==> src/hdl/bpc_pkg.sv <==
`default_nettype none

package bpc_pkg;

   // Operation codes carried by an input item.
   typedef enum logic [1:0] {
      FN_APPEND    = 2'd0,
      FN_BACKPATCH = 2'd1,
      FN_MERGE     = 2'd2,
      FN_UNUSED    = 2'd3
   } func_type;

   // Result status codes.
   typedef enum logic [1:0] {
      ST_OK    = 2'd0,
      ST_FULL  = 2'd1,
      ST_RANGE = 2'd2,
      ST_DEPTH = 2'd3
   } status_type;

   // Sequencer states.
   typedef enum logic [2:0] {
      S_IDLE,
      S_APPEND,
      S_BP_CHECK,
      S_BP_READ,
      S_MG_CHK2,
      S_MG_CHKF,
      S_MG_READ,
      S_DONE
   } state_type;

   // Compare results from the shared walk unit.
   typedef struct packed {
      logic idx_zero;
      logic out_of_range;
      logic depth_hit;
      logic depth_next_hit;
      logic full;
   } walk_flags_type;

endpackage

`default_nettype wire

==> src/hdl/bpc_mem.sv <==
`default_nettype none

module bpc_mem #(
   parameter int TABLE_DEPTH = 256
) (
   input  wire logic                           clock,
   input  wire logic                           wr_en,
   input  wire logic [$clog2(TABLE_DEPTH)-1:0] wr_addr,
   input  wire logic [7:0]                     wr_data,
   input  wire logic                           rd_en,
   input  wire logic [$clog2(TABLE_DEPTH)-1:0] rd_addr,
   output logic      [7:0]                     rd_data
);

   logic [7:0] mem_ff [TABLE_DEPTH];
   logic [7:0] rd_data_ff;

   always_ff @(posedge clock) begin
      if (wr_en) begin
         mem_ff[wr_addr] <= wr_data;
      end
      if (rd_en) begin
         rd_data_ff <= mem_ff[rd_addr];
      end
   end

   assign rd_data = rd_data_ff;

endmodule

`default_nettype wire

==> src/hdl/bpc_walk.sv <==
`default_nettype none

module bpc_walk
   import bpc_pkg::*;
#(
   parameter int TABLE_DEPTH = 256
) (
   input  wire logic [7:0]                       idx,
   input  wire logic [$clog2(TABLE_DEPTH+1)-1:0] count,
   input  wire logic [$clog2(TABLE_DEPTH+1)-1:0] steps,
   output logic      [$clog2(TABLE_DEPTH+1)-1:0] steps_inc,
   output walk_flags_type                        flags
);

   localparam int CntW = $clog2(TABLE_DEPTH + 1);
   localparam int CmpW = (CntW > 8) ? CntW : 8;

   logic [CmpW-1:0] idx_ext;
   logic [CmpW-1:0] count_ext;

   assign idx_ext   = CmpW'(idx);
   assign count_ext = CmpW'(count);
   assign steps_inc = steps + CntW'(1);

   // Two index compares, two step compares and one count compare, shared by every walk state.
   always_comb begin
      flags.idx_zero       = (idx == 8'd0);
      flags.out_of_range   = (idx_ext >= count_ext);
      flags.depth_hit      = (steps >= CntW'(TABLE_DEPTH));
      flags.depth_next_hit = (steps_inc >= CntW'(TABLE_DEPTH));
      flags.full           = (count >= CntW'(TABLE_DEPTH));
   end

endmodule

`default_nettype wire

==> src/hdl/backpatch_chain_table.sv <==
// Backpatch chain table: a table of 8-bit jump targets, one per emitted
// quadruple, with append, backpatch and merge operations on linked chains.
// Entry 0 is a dummy, so indexes start at 1 and index 0 ends a chain.
//
// The request channel (req_*) takes one item when req_valid is high and
// req_stall is low; the block holds req_stall high from the cycle after an
// accepted item until its result has been moved into the response register.
// The response channel (rsp_*) presents one result item per request and
// holds it while rsp_stall is high; the block keeps working meanwhile and
// waits only if a second result would overwrite one still held.
//
// Timing is set by the chain walk over the table memory, which has one
// read and one write port and whose read data is registered. An append
// writes one entry, an unused code goes straight to its result, a
// backpatch reads then rewrites each link, and a merge makes one
// dependent read per link of its second chain. The next item is not
// taken before its predecessor's result is registered.
// Synchronous reset empties the response register, returns the sequencer
// to idle and sets the entry count to one. Table contents are not cleared:
// entry 0 is never read, and no entry at or beyond the count is read.
`default_nettype none

module backpatch_chain_table
   import bpc_pkg::*;
#(
   parameter int TABLE_DEPTH = 256
) (
   input  wire logic       clock,
   input  wire logic       reset,

   input  wire logic       req_valid,
   output logic            req_stall,
   input  wire logic [1:0] req_func,
   input  wire logic [7:0] req_first_chain,
   input  wire logic [7:0] req_second_chain,
   input  wire logic [7:0] req_value,

   output logic            rsp_valid,
   input  wire logic       rsp_stall,
   output logic      [7:0] rsp_head_or_index,
   output logic      [1:0] rsp_status
);

   localparam int CntW  = $clog2(TABLE_DEPTH + 1);
   localparam int AddrW = $clog2(TABLE_DEPTH);

   // Sequencer and item registers.
   state_type       state_ff, state_in;
   logic [7:0]      first_ff, first_in;
   logic [7:0]      second_ff, second_in;
   logic [7:0]      value_ff, value_in;
   logic [7:0]      q_ff, q_in;          // current chain position
   logic [CntW-1:0] steps_ff, steps_in;  // links walked so far
   logic [CntW-1:0] count_ff, count_in;  // entries in use

   // Finished result, waiting for the response register.
   logic [7:0]      res_head_ff, res_head_in;
   status_type      res_status_ff, res_status_in;

   // Response register.
   logic            rsp_valid_ff, rsp_valid_in;
   logic [7:0]      rsp_head_ff, rsp_head_in;
   status_type      rsp_status_ff, rsp_status_in;

   // Memory port and walk unit connections.
   logic             mem_wr_en;
   logic [AddrW-1:0] mem_wr_addr;
   logic [7:0]       mem_wr_data;
   logic             mem_rd_en;
   logic [AddrW-1:0] mem_rd_addr;
   logic [7:0]       mem_rd_data;

   logic [7:0]       walk_idx;
   logic [CntW-1:0]  steps_inc;
   walk_flags_type   flags;
   logic             rsp_free;

   bpc_mem #(
      .TABLE_DEPTH(TABLE_DEPTH)
   ) u_mem (
      .clock  (clock),
      .wr_en  (mem_wr_en),
      .wr_addr(mem_wr_addr),
      .wr_data(mem_wr_data),
      .rd_en  (mem_rd_en),
      .rd_addr(mem_rd_addr),
      .rd_data(mem_rd_data)
   );

   bpc_walk #(
      .TABLE_DEPTH(TABLE_DEPTH)
   ) u_walk (
      .idx      (walk_idx),
      .count    (count_ff),
      .steps    (steps_ff),
      .steps_inc(steps_inc),
      .flags    (flags)
   );

   assign req_stall = (state_ff != S_IDLE);
   assign rsp_free  = !rsp_valid_ff || !rsp_stall;

   // The walk unit's index operand: the link just read while a merge walks,
   // the first chain while the merge checks it, otherwise the chain position.
   always_comb begin
      case (state_ff)
         S_MG_CHKF: walk_idx = first_ff;
         S_MG_READ: walk_idx = mem_rd_data;
         default:   walk_idx = q_ff;
      endcase
   end

   // Next-state logic.
   always_comb begin
      state_in = state_ff;
      case (state_ff)
         S_IDLE: begin
            if (req_valid) begin
               case (req_func)
                  FN_APPEND:    state_in = S_APPEND;
                  FN_BACKPATCH: state_in = S_BP_CHECK;
                  FN_MERGE:     state_in = S_MG_CHK2;
                  default:      state_in = S_DONE;
               endcase
            end
         end
         S_APPEND: state_in = S_DONE;
         S_BP_CHECK: begin
            if (flags.idx_zero || flags.out_of_range || flags.depth_hit) begin
               state_in = S_DONE;
            end else begin
               state_in = S_BP_READ;
            end
         end
         S_BP_READ: state_in = S_BP_CHECK;
         S_MG_CHK2: begin
            if (flags.idx_zero || flags.out_of_range) begin
               state_in = S_DONE;
            end else begin
               state_in = S_MG_CHKF;
            end
         end
         S_MG_CHKF: begin
            if (flags.out_of_range) begin
               state_in = S_DONE;
            end else begin
               state_in = S_MG_READ;
            end
         end
         S_MG_READ: begin
            if (flags.idx_zero || flags.out_of_range || flags.depth_next_hit) begin
               state_in = S_DONE;
            end
         end
         S_DONE: begin
            if (rsp_free) begin
               state_in = S_IDLE;
            end
         end
         default: state_in = S_IDLE;
      endcase
   end

   // Datapath, memory port and result control.
   always_comb begin
      first_in      = first_ff;
      second_in     = second_ff;
      value_in      = value_ff;
      q_in          = q_ff;
      steps_in      = steps_ff;
      count_in      = count_ff;
      res_head_in   = res_head_ff;
      res_status_in = res_status_ff;
      rsp_valid_in  = rsp_valid_ff && rsp_stall;
      rsp_head_in   = rsp_head_ff;
      rsp_status_in = rsp_status_ff;
      mem_wr_en     = 1'b0;
      mem_wr_addr   = AddrW'(q_ff);
      mem_wr_data   = value_ff;
      mem_rd_en     = 1'b0;
      mem_rd_addr   = AddrW'(q_ff);

      case (state_ff)
         S_IDLE: begin
            if (req_valid) begin
               first_in      = req_first_chain;
               second_in     = req_second_chain;
               value_in      = req_value;
               q_in          = (req_func == FN_BACKPATCH) ? req_first_chain
                                                          : req_second_chain;
               steps_in      = '0;
               res_head_in   = 8'd0;
               res_status_in = ST_OK;
            end
         end
         S_APPEND: begin
            if (flags.full) begin
               res_status_in = ST_FULL;
            end else begin
               mem_wr_en   = 1'b1;
               mem_wr_addr = AddrW'(count_ff);
               res_head_in = 8'(count_ff);
               count_in    = count_ff + CntW'(1);
            end
         end
         S_BP_CHECK: begin
            // A zero position ends the chain with the default ok result.
            if (!flags.idx_zero) begin
               if (flags.out_of_range) begin
                  res_status_in = ST_RANGE;
               end else if (flags.depth_hit) begin
                  res_status_in = ST_DEPTH;
               end else begin
                  mem_rd_en = 1'b1;
               end
            end
         end
         S_BP_READ: begin
            // Follow the old link, then overwrite it with the patch value.
            mem_wr_en = 1'b1;
            q_in      = mem_rd_data;
            steps_in  = steps_inc;
         end
         S_MG_CHK2: begin
            if (flags.idx_zero) begin
               res_head_in = first_ff;
            end else if (flags.out_of_range) begin
               res_status_in = ST_RANGE;
            end
         end
         S_MG_CHKF: begin
            if (flags.out_of_range) begin
               res_status_in = ST_RANGE;
            end else begin
               mem_rd_en = 1'b1;
            end
         end
         S_MG_READ: begin
            if (flags.idx_zero) begin
               // Tail found: link it to the first chain.
               mem_wr_en   = 1'b1;
               mem_wr_data = first_ff;
               res_head_in = second_ff;
            end else if (flags.out_of_range) begin
               res_status_in = ST_RANGE;
            end else if (flags.depth_next_hit) begin
               res_status_in = ST_DEPTH;
            end else begin
               q_in        = mem_rd_data;
               steps_in    = steps_inc;
               mem_rd_en   = 1'b1;
               mem_rd_addr = AddrW'(mem_rd_data);
            end
         end
         S_DONE: begin
            if (rsp_free) begin
               rsp_valid_in  = 1'b1;
               rsp_head_in   = res_head_ff;
               rsp_status_in = res_status_ff;
            end
         end
         default: begin
         end
      endcase
   end

   always_ff @(posedge clock) begin
      if (reset) begin
         state_ff     <= S_IDLE;
         count_ff     <= CntW'(1);
         rsp_valid_ff <= 1'b0;
      end else begin
         state_ff     <= state_in;
         count_ff     <= count_in;
         rsp_valid_ff <= rsp_valid_in;
      end
   end

   always_ff @(posedge clock) begin
      first_ff      <= first_in;
      second_ff     <= second_in;
      value_ff      <= value_in;
      q_ff          <= q_in;
      steps_ff      <= steps_in;
      res_head_ff   <= res_head_in;
      res_status_ff <= res_status_in;
      rsp_head_ff   <= rsp_head_in;
      rsp_status_ff <= rsp_status_in;
   end

   assign rsp_valid         = rsp_valid_ff;
   assign rsp_head_or_index = rsp_head_ff;
   assign rsp_status        = rsp_status_ff;

endmodule

`default_nettype wire

==> config.mk <==
export PLATFORM = sky130hd
export DESIGN_NAME = backpatch_chain_table
export DESIGN_NICKNAME = d
export VERILOG_FILES = /design/src/hdl/bpc_pkg.sv /design/src/hdl/bpc_mem.sv /design/src/hdl/bpc_walk.sv /design/src/hdl/backpatch_chain_table.sv
export SDC_FILE = /design/constraint.sdc
export NUM_CORES = 2
export LEC_CHECK = 0
export BUFFER_PORTS_ARGS = -buffer_cell sky130_fd_sc_hd__buf_2
export CORE_AREA = 2 2 695 351
export CTS_CLUSTER_DIAMETER = 150
export DETAILED_ROUTE_END_ITERATION = 12
export DIE_AREA = 0 0 697 353
export GPL_TIMING_DRIVEN = 0
export PLACE_DENSITY = 0.55
export SYNTH_ARGS = -nofsm -noshare
export SYNTH_HDL_FRONTEND = slang
export SYNTH_HIERARCHICAL = 1
export SYNTH_SLANG_ARGS = --single-unit
export TNS_END_PERCENT = 30
==> constraint.sdc <==
create_clock -name clock -period 5.81 [get_ports clock]
set_clock_uncertainty 0.05 [all_clocks]
set_input_delay 0.2905 -clock clock [delete_from_list [all_inputs] [get_ports clock]]
set_output_delay 0.2905 -clock clock [all_outputs]
set_load 0.01 [all_outputs]
==> summary.md <==
| Metric | Value |
|---|---|
| Final non-filler cell total | between 7000 and 8000 |
| Type of the worst setup path | reg -> reg |
| Syn_nets | about 4100 |
| Post-Synthesis Cell Area | 83650 um^2 |
| Final setup viols | 8 |
| Ys Warns | 6 |
| Die Area | 246000 um^2 |
| Total GRT Usage | a little under a quarter |
| Post-synth EDFFs | approximately 2100 |
| Clock Latency Late Sink | about 0.85 ns |
| PD cells | around 520 nW/um^2 |
| Critical Path RT | 6.30 ns |
| Async S/R FF share, synth | 0% |
| Total CTS buffers | roughly 180 |
| WL/cell | 37.44 um |
| # port buffers | slightly above 40 |
| Max clock buf depth | 4 |
| Peak supply drop | between 0.0003 and 0.0004 V |
| Util after Layout | 40.96% |
| Status | complete, but fails checks |
| Top cells by area, synth | edfxtp_1 76%, mux4_2 12%, mux2i_1 1.8%, nor2_1 1.4%, a22oi_1 1.2% |
| CTS Root Cell | clkbuf_16 |
| CP Capture Type | flip-flop |
| Startpoint types | flip-flop |
| DRT iter0 DRCs | about 9000 |
| Placement Rows | ~130 |
| Crit-path leading delay family | compound AO/OA/AOI/OAI gates |
| Nets | ~4500 |
| RSZ-0062 raised after global routing | yes |
| TritonRoute pass-1 iters | 8 |
| Largest net degree at the start of global routing | around 140 |
| Mapped Cells | approximately 4000 |
| Sequential cell area fraction in the yosys report | 76.31% |
| Slew HR | -6.761% |
| Clock slew at reported path FFs | about 0.070 ns |
| Slew @ Worst Pin | about 1.6 ns |
| Final setup margin | -0.3037 ns |
| Critical Path Max Stage Delay | 0.92 ns |
| Cell Chain, Critical Path | buf_8 > nand2b_4 > a21boi_4 > buf_12 > nor2_1 > a21oi_2 > inv_1 > ha_1 > nand2b_4 > a31oi_4 > o31ai_4 > nor4_4 > buf_6 > buf_12 > mux2_2 > buf_4 > nand2b_1 > buf_1 > a211oi_1 > a311oi_2 > o221ai_4 > a211oi_4 > nor4_4 |
| Fmax | approximately 160 MHz |
| Cell variety after synth | 75 |
| Post-DP Area | just under 90000 um^2 |
| CTS sink count | about 2100 |
| Die H | around 350 um |
| Gpl congestion | about 1.1 |
| Post-route ant nets | 0 |
| Htree depth | 4 |
| Hold Vio Cnt, Final | 0 |
| WP buf/inv | 7 |
| CTS tree | built |
| Critical Path Fanout Max | 10 |
| First-pass GRT wire length | 389400 um |
| Antenna violations before repair | 19 |
| Layout cells sized above 1 | between 30% and 40% |
| Total of max-cap violations | 1 |
| Slowest CP cell | buf_1 |
| Yosys top cell area share | ~76% |
| Area grow syn2layout | 18.03% |
| Tcrit/Tclk final | 105.2% |
| Post-DP HPWL | 204900 um |
| Cells after DPL | around 7400 |
| Failing checks | max-capacitance violations, max-slew violations, negative setup slack |
| CP arrival | ~6.6 ns |
| Die X | approximately 700 um |
| Fin Hold WS | 0.08470 ns |
| Filler cells | 21044 |
| Final setup TNS | -1.235 ns |
| DRT Wirelength | ~300000 um |
| Count of final max-slew check failures | 11 |
| Min Tclk post-route | about 6 ns |
| I/O pin cnt | 42 |
| Initial core utilization | between 30% and 40% |
| Lkg Pwr | 30.18 nW |
| Syn avg cell area | 20.41 um^2 |
| GRT Residual Overflow | 0 |
| Core Region | 241000 um^2 |
| Cell taking the most area after synthesis | edfxtp_1 |
| Hold Crit Class | in -> reg |
| Post-DR vias/cell | just over 6 |
| Flops & latches, synth | 2130 |
| DR vias | ~48000 |
| Vias in the first global route | between 40000 and 50000 |
| Final Cell Area | between 90000 and 100000 um^2 |
| Detailed-route DRC error count | 0 |
| Dominant synthesized flop cell | edfxtp_1 |
-- Yosys cell counts (all sizes together) (15+ instances only) --
cell type,n
edfxtp,2117
mux4,456
nor2,317
mux2i,151
a22oi,133
buf,133
clkbuf,121
a21oi,113
nand2,73
o221ai,47
nand3,42
o22ai,37
nor2b,36
nor4,30
nor3,27
o21ai,23
a211oi,20
mux2,18
and2,16
inv,15
-- registers in the layout, indices dropped and copies added, names as in the netlist --
signal	cells
q_ff	8
value_ff	8
res_status_ff	2
u_mem/rd_data	8
count_ff	9
rsp_head_or_index	8
rsp_status	2
second_ff	8
state_ff	3
res_head_ff	8
first_ff	8
steps_ff	9
u_mem/mem_ff	2048
rsp_valid	1
-- layout by cell type, fill, tap and decap left out, types with 16 or more instances in the layout --
cell           netlist  layout
a22oi_2              0      16
clkbuf_4             0      37
nor2_2               0     106
nand2_1             73      71
clkbuf_1           121      71
mux2i_1            151     141
buf_6               23      25
mux4_2             454     455
a21oi_1            112      73
nor2b_1             36      33
o22ai_1             37      34
buf_2               38      59
nor2_4               0      52
buf_4               28     117
clkinv_2             0      37
dlygate4sd3_1        0      30
nor4_4               1      17
o221ai_1            46      31
clkinv_1             1      32
buf_16               0      33
a21oi_2              0      25
nand3_1             42      33
nor2_1             317     159
buf_12               8      39
clkbuf_16            0     189
edfxtp_1          2117    2117
buf_8               13      22
bufinv_16            0      21
clkbuf_2             0      29
a22oi_1            133     117
-- worst register-to-register path, stage by stage, from the launching register on --
cell	delay, ns
dfxtp_4	0.36
buf_8	0.12
nand2b_4	0.15
a21boi_4	0.16
buf_12	0.15
nor2_1	0.06
a21oi_2	0.12
inv_1	0.07
ha_1	0.27
nand2b_4	0.12
a31oi_4	0.10
o31ai_4	0.41
nor4_4	0.06
buf_6	0.18
buf_12	0.14
mux2_2	0.23
buf_4	0.32
nand2b_1	0.45
buf_1	0.92
a211oi_1	0.15
a311oi_2	0.41
o221ai_4	0.28
a211oi_4	0.43
nor4_4	0.11
-- metal layers --
| layer | vias up | global-route usage, % | part of all wire, % |
|---|---|---|---|
| met2 | 3722 | 26.88 | 35 |
| met5 | - | 1.245 | 0.28 |
| met1 | 25982 | 36.44 | 44 |
| met4 | 13 | 3.614 | 1.7 |
| met3 | 393 | 13.89 | 19 |
| li1 | 17828 | - | - |
-- kinds of logic after synthesis --
logic type	Yosys count	share of synthesized area, %
flops	2130	76.31
mux	625	14.34
simple gates	597	3.295
compound gates	450	3.780
buf+inv	270	1.931
fa+ha+maj	14	0.2094
xor+xnor	13	0.1361
-- stage by stage --
| stage | setup WS [ns] | total power, mW |
|---|---|---|
| 2_1_floorplan | 0.7411 | 26.96 |
| 3_3_place_gp | -4.812 | 35.09 |
| 3_5_place_dp | -3.638 | 35.23 |
| 4_1_cts | -0.1297 | 49.45 |
| 5_1_grt | -0.2703 | 51.99 |
| 6_report | -0.3037 | 51.25 |
-- area by class of cell --
cell class	instances	area, um^2	share of cell area, %
Sequential cell	2130	63840	64.66
Clock inverter	101	1035	1.048
Tap cell	3250	4066	4.119
Multi-Input combinational cell	1699	20330	20.59
Buffer	248	2442	2.474
Timing Repair Buffer	201	2107	2.134
Clock buffer	218	4816	4.878
Antenna cell	14	35.03	0.03548
Inverter	16	61.31	0.06210
-- final timing paths --
check | from | endpoint | slack [ns] | depth (start not counted)
setup / recovery | state_ff[1] | u_mem/rd_data[5] | -0.30 | 23
hold / removal | req_func[0] | state_ff[0] | 0.08 | 6
setup reg to reg | state_ff[1] | u_mem/rd_data[5] | -0.30 | 23
hold reg to reg | res_head_ff[6] | rsp_head_or_index[6] | 0.37 | 0
-- power by group --
group          leakage (nW)  switching (mW)  internal (mW)
clock network          2.87            5.69           6.85
registers              19.2           0.186           17.9
logic                  8.16            13.8           6.80
total                  30.2            19.7           31.5
-- repair_timing --
item,CTS,global route
endpoints found under the setup margin,2078,1588
hold buffers,30,0
endpoints found under the hold margin,49,0
buffers inserted,37,64
gates cloned,1,1
pin swaps,45,33
resized for setup,634,117
(Power assumes the default switching activity.)
